$ cat config.mk
export PLATFORM = sky130hd
export DESIGN_NAME = mma_ctrl
export DESIGN_NICKNAME = d
export VERILOG_FILES = /design/src/rtl/core/mma_pkg.sv /design/src/rtl/core/mma_ctrl.sv
export SDC_FILE = /design/constraint.sdc
export NUM_CORES = 1
export LEC_CHECK = 0
export ABC_AREA = 1
export CAP_MARGIN = 5
export CORE_AREA = 2 2 39 41
export CTS_CLUSTER_DIAMETER = 120
export DETAILED_ROUTE_END_ITERATION = 8
export DIE_AREA = 0 0 41 43
export DONT_BUFFER_PORTS = 1
export PLACE_DENSITY = 0.3
export REMOVE_ABC_BUFFERS = 1
export SETUP_SLACK_MARGIN = 0.02
export SYNTH_ARGS = -nofsm -noshare
export SYNTH_HDL_FRONTEND = slang
export SYNTH_SLANG_ARGS = --single-unit
$ cat constraint.sdc
create_clock -name clk -period 1.4 [get_ports clk]
set_clock_uncertainty 0.15 [all_clocks]
set_input_delay 0.07 -clock clk [delete_from_list [all_inputs] [get_ports clk]]
set_output_delay 0.07 -clock clk [all_outputs]
set_load 0.01 [all_outputs]
$ cat src/rtl/core/mma_pkg.sv
`default_nettype none
package mma_pkg;

	localparam int NUM_CHANNELS  = 8;
	localparam int MAX_WINDOW    = 64;
	localparam int SAMPLE_BITS   = 16;
	localparam int CHAN_BITS     = $clog2(NUM_CHANNELS);
	localparam int POS_BITS      = $clog2(MAX_WINDOW);
	localparam int COUNT_BITS    = POS_BITS + 1;
	localparam int REG_BITS      = 7;
	localparam int SUM_BITS      = SAMPLE_BITS + POS_BITS + 1;
	localparam int ADDR_BITS     = CHAN_BITS + POS_BITS;
	localparam int PADDR_BITS    = CHAN_BITS + 2;
	localparam int PDATA_BITS    = 32;

	// radix-16 restoring divider: four quotient bits per step
	localparam int DIV_BITS_STEP = 4;
	localparam int DIV_STEPS     = 6;
	localparam int DIVIDEND_BITS = DIV_BITS_STEP * DIV_STEPS;
	localparam int REM_BITS      = COUNT_BITS + 1;
	localparam int DIV_CNT_BITS  = $clog2(DIV_STEPS);

	typedef struct packed {
		logic [CHAN_BITS-1:0]          channel;
		logic signed [SAMPLE_BITS-1:0] sample;
	} in_item_t;

	typedef struct packed {
		logic [CHAN_BITS-1:0]          out_channel;
		logic signed [SAMPLE_BITS-1:0] average;
		logic [COUNT_BITS-1:0]         fill_count;
	} out_item_t;

	typedef struct packed {
		logic take_item;
		logic read_slot;
		logic update;
		logic div_step;
		logic load_out;
	} cmd_t;

	typedef struct packed {
		logic div_last;
		logic out_full;
	} status_t;

endpackage
`default_nettype wire

$ cat src/rtl/core/mma_ctrl.sv
`default_nettype none
module mma_ctrl (
	input  wire logic            clk,
	input  wire logic            arst_n,
	input  wire logic            req_valid,
	output logic                 req_ready,
	input  wire mma_pkg::status_t status,
	output mma_pkg::cmd_t        cmd
);

	localparam logic [2:0] ST_IDLE = 3'd0;
	localparam logic [2:0] ST_READ = 3'd1;
	localparam logic [2:0] ST_UPD  = 3'd2;
	localparam logic [2:0] ST_DIV  = 3'd3;
	localparam logic [2:0] ST_DONE = 3'd4;

	logic [2:0] state_q;
	logic [2:0] state_d;

	assign req_ready = (state_q == ST_IDLE);

	always_comb begin
		state_d = state_q;
		cmd     = '0;
		unique case (state_q)
			ST_IDLE: begin
				if (req_valid) begin
					cmd.take_item = 1'b1;
					state_d       = ST_READ;
				end
			end
			ST_READ: begin
				cmd.read_slot = 1'b1;
				state_d       = ST_UPD;
			end
			ST_UPD: begin
				cmd.update = 1'b1;
				state_d    = ST_DIV;
			end
			ST_DIV: begin
				cmd.div_step = 1'b1;
				if (status.div_last) state_d = ST_DONE;
			end
			ST_DONE: begin
				// hold here while the previous result has not been taken
				if (!status.out_full) begin
					cmd.load_out = 1'b1;
					state_d      = ST_IDLE;
				end
			end
			default: state_d = ST_IDLE;
		endcase
	end

	always_ff @(posedge clk or negedge arst_n) begin
		if (!arst_n) begin
			state_q <= ST_IDLE;
		end else begin
			state_q <= state_d;
		end
	end

endmodule
`default_nettype wire

# Word-level counts from Yosys, hierarchy flattened
# Cells that the tools add are included.
dict set report classes {
  n_eq_ne 7
  reduce_logical 2
  muxes 11
}
# op count
set ops {}
lappend ops {{$pmux 3 s5} 1}
lappend ops {{$mux 3} 3}
lappend ops {{$mux 1} 7}
lappend ops {{$eq 3x2->1 const B} 2}
lappend ops {{$ne 2x2->1 const B} 3}
lappend ops {{$eq 3x1->1 const B} 1}
lappend ops {{$eq 3x3->1 const B} 1}
lappend ops {{$logic_not 3->1} 1}
lappend ops {{$reduce_and 3->1} 1}
dict set report word_totals {
  elab_cells 21
  regBits 3
  in_bits 5
  out_inout_bits 6
}

# Depth between registers and ports, before layout
dict set report logic_depth {
  ltp_word 3
  mapped_depth 5
  depth_no_buf 5
}

# Worst setup path before layout
# OpenSTA, ideal clock, no wires.
dict set report synth_path {
  path_kind {reg-to-output}
  start {register state_q[0]}
  end {output port cmd[4] (netlist bit)}
  path_buffers 0
  required_time_ns 1.180
  path_stages_with_launch 4
  setup_slack_ns 0.259
  arrival_time_ns 0.921
  path_cell_list {dfrtp_1 -> nor2_1 -> inv_1 -> nor3_1}
}
# element line_no
set synth_rtl {}
lappend synth_rtl {{start: declaration} mma_ctrl.sv:17} ;# logic [2:0] state_q;
lappend synth_rtl {{start signal: assignment} mma_ctrl.sv:59} ;# state_q <= state_d;
lappend synth_rtl {{end: declaration} mma_ctrl.sv:8} ;# output mma_pkg::cmd_t cmd

==> metrics.md <==
| Metric | Value |
|---|---|
| Vias in the first global route | `197` |
| Endpoint class of the critical path | `output port` |
| Post-route DRC | `0` |
| Via Count | `217` |
| Global route overflow | `0` |
| Top Registers | `state_q (3)` |
| Die W | `41 um` |
| Die Y | `43 um` |
| Num CTS Buffers | `3` |
| Layout cells sized above 1 | `0.474` |
| Dpl ws | `0.166 ns` |
| Synth Cell Area | `198 sq um` |
| Worst-path fanout max | `4` |
| CTS H-tree depth | `1` |
| Post-DRT Antenna Nets | `0` |
| Clock tree buffer depth | `2` |
| Mean post-synth cell area | `7.32 sq um` |
| Final Max Tran Viols | `0` |
| Crit path largest cell delay | `0.43 ns` |
| Initial DRC Count | `8` |
| Finished layout cell area | `335 sq um` |
| Setup_tns | `0 ns` |
| Placed instance area | `218 sq um` |
| Register area share after synthesis | `0.380` |
| Post-Syn Instances | `27` |
| Total Nets Final | `44` |
| Tmin final | `1.37 ns` |
| Critical Path Start | `state_q[2]` |
| Core area | `1380 sq um` |
| Die area | `1760 sq um` |
| Area grow syn2layout | `69.6%` |
| Leak | `0.156 nW` |
| Outcome | `finished clean` |
| CP Launch Type | `register` |
| Post-Route WL | `509 um` |
| Final Hold Viols | `0` |
| Actual slew at the worst max-slew pin | `0.198 ns` |
| Synth warn | `0` |
| Fmax | `0.729 GHz` |
| Routability cong. | `0.670` |
| DP Wirelength | `357 um` |
| Starting Density | `0.143` |
| Row count | `14` |
| Max Cap Violations | `0` |
| Total power divided by cell area | `2270 nW/um^2` |
| Endpoints failing setup | `0` |
| Root Buffer | `clkbuf_4` |
| Cell variety after synth | `12` |
| Largest register FFs | `3` |
| TritonCTS clock tree | `yes` |
| Commonest non-fill, non-tap cell in the layout | `inv_1` |
| Critical path class | `reg -> out` |
| Leading cell types in the layout, fill and taps excluded | `6 x inv_1, 4 x dlygate4sd3_1, 4 x buf_4` |
| Port Buf Inserts | `0` |
| Initial antenna violation count | `0` |
| Seq cells post-synth | `3` |
| Via/cell ratio | `4.02` |
| Critical-path top delay cell | `dfrtp_2` |
| Largest register by flop count | `state_q` |
| Hold Crit Start | `req_valid` |
| CTS sink cnt | `3` |
| Final Worst Setup Slack | `0.0290 ns` |
| # IOs | `11` |
| Worst min-delay path class | `in -> reg` |
| Clk slew on worst S/H paths | `0.04 ns` |
| WP data arrival | `1.15 ns` |
| Rel. slew slack | `0.868` |
| Worst VDD drop | `0.516 mV` |
| Critical path required time | `1.18 ns` |
| Total track usage | `0.0674` |
| Reg-to-Reg Start | `state_q[2]` |
| CP Cell Sequence | `nor2_2 > inv_1 > nor3_4` |
| Largest net degree at the start of global routing | `7` |
| Clk_lat worst skew | `0.24 ns` |
| Diode count | `0` |
| First-pass GRT wire length | `738 um` |
| WL/cell | `9.43 um` |
| Final worst-path cycle share | `0.979` |
| Drt first pass iters | `4` |
-- critical path: cells and delay by family (launching register included) --
kind                   cells  cell delay, ns
DFF                        1            0.43
and+or+nand+nor            2            0.34
buffers and inverters      1            0.13
-- Yosys cell counts, drive strengths merged --
cell type	number	share of area
nand2	4	0.10
o211ai	1	0.038
nand4	2	0.063
nor4	1	0.032
nor3	1	0.025
buf	1	0.038
nand3	3	0.076
dfrtp	3	0.38
inv	6	0.11
nor2	5	0.13
-- area by class of cell --
cell class / count / area (sq um)
fillers: 164 / 1050
multi-input cells: 17 / 118
flip-flops and latches: 3 / 78.8
repair buffers: 8 / 70.1
clock buffers: 4 / 26.3
inverters: 6 / 22.5
well taps: 16 / 20.0
-- per-stage QoR --
stage                      util  cells  hold slack (ns)  total power (W)
after global routing      0.242     54           0.0658         0.000819
after detailed placement  0.157     43           -0.375         0.000455
after CTS                 0.209     51          0.00258         0.000632
final                     0.242     54           0.0227         0.000761
after floorplan               -     26           -0.376         0.000404
after global placement    0.157     43           -0.376         0.000459
-- cell families after synthesis --
kind of cell           share of synthesized area
and+or+nand+nor                            0.430
buffers and inverters                      0.152
DFF                                        0.380
AOI/OAI and AO/OA                         0.0380
-- per-layer routing --
metal | vias to the layer above | routed length, um | track usage
met5 | - | 0 | 0
met4 | 0 | 10 | 0.0800
met3 | 2 | 45 | 0.0366
met2 | 8 | 263 | 0.0719
met1 | 95 | 189 | 0.0809
li1 | 112 | - | -
-- final timing paths --
kind,end,slack [ns],depth (start not counted)
max,cmd[4],0.03,3
min,state_q[2],0.02,4
max reg2reg,state_q[0],0.16,5
max in group asynchronous,state_q[2],0.48,2
min in group asynchronous,state_q[1],0.47,2
min reg2reg,state_q[0],0.48,3
-- power by group --
group | total (W) | internal [W] | switching (W)
Sequential | 0.000205 | 0.000136 | 0.0000697
Combinational | 0.000401 | 0.000166 | 0.000235
Clock | 0.000155 | 0.000107 | 0.0000478
-- repair_timing --
action	in CTS	in global routing
resized for setup	1	8
hold buffers	4	0
endpoints found under the hold margin	6	0
setup endpoints to repair	3	4
buffers inserted	0	3
pin swaps	0	1
Power figures use the tool's default switching activity.
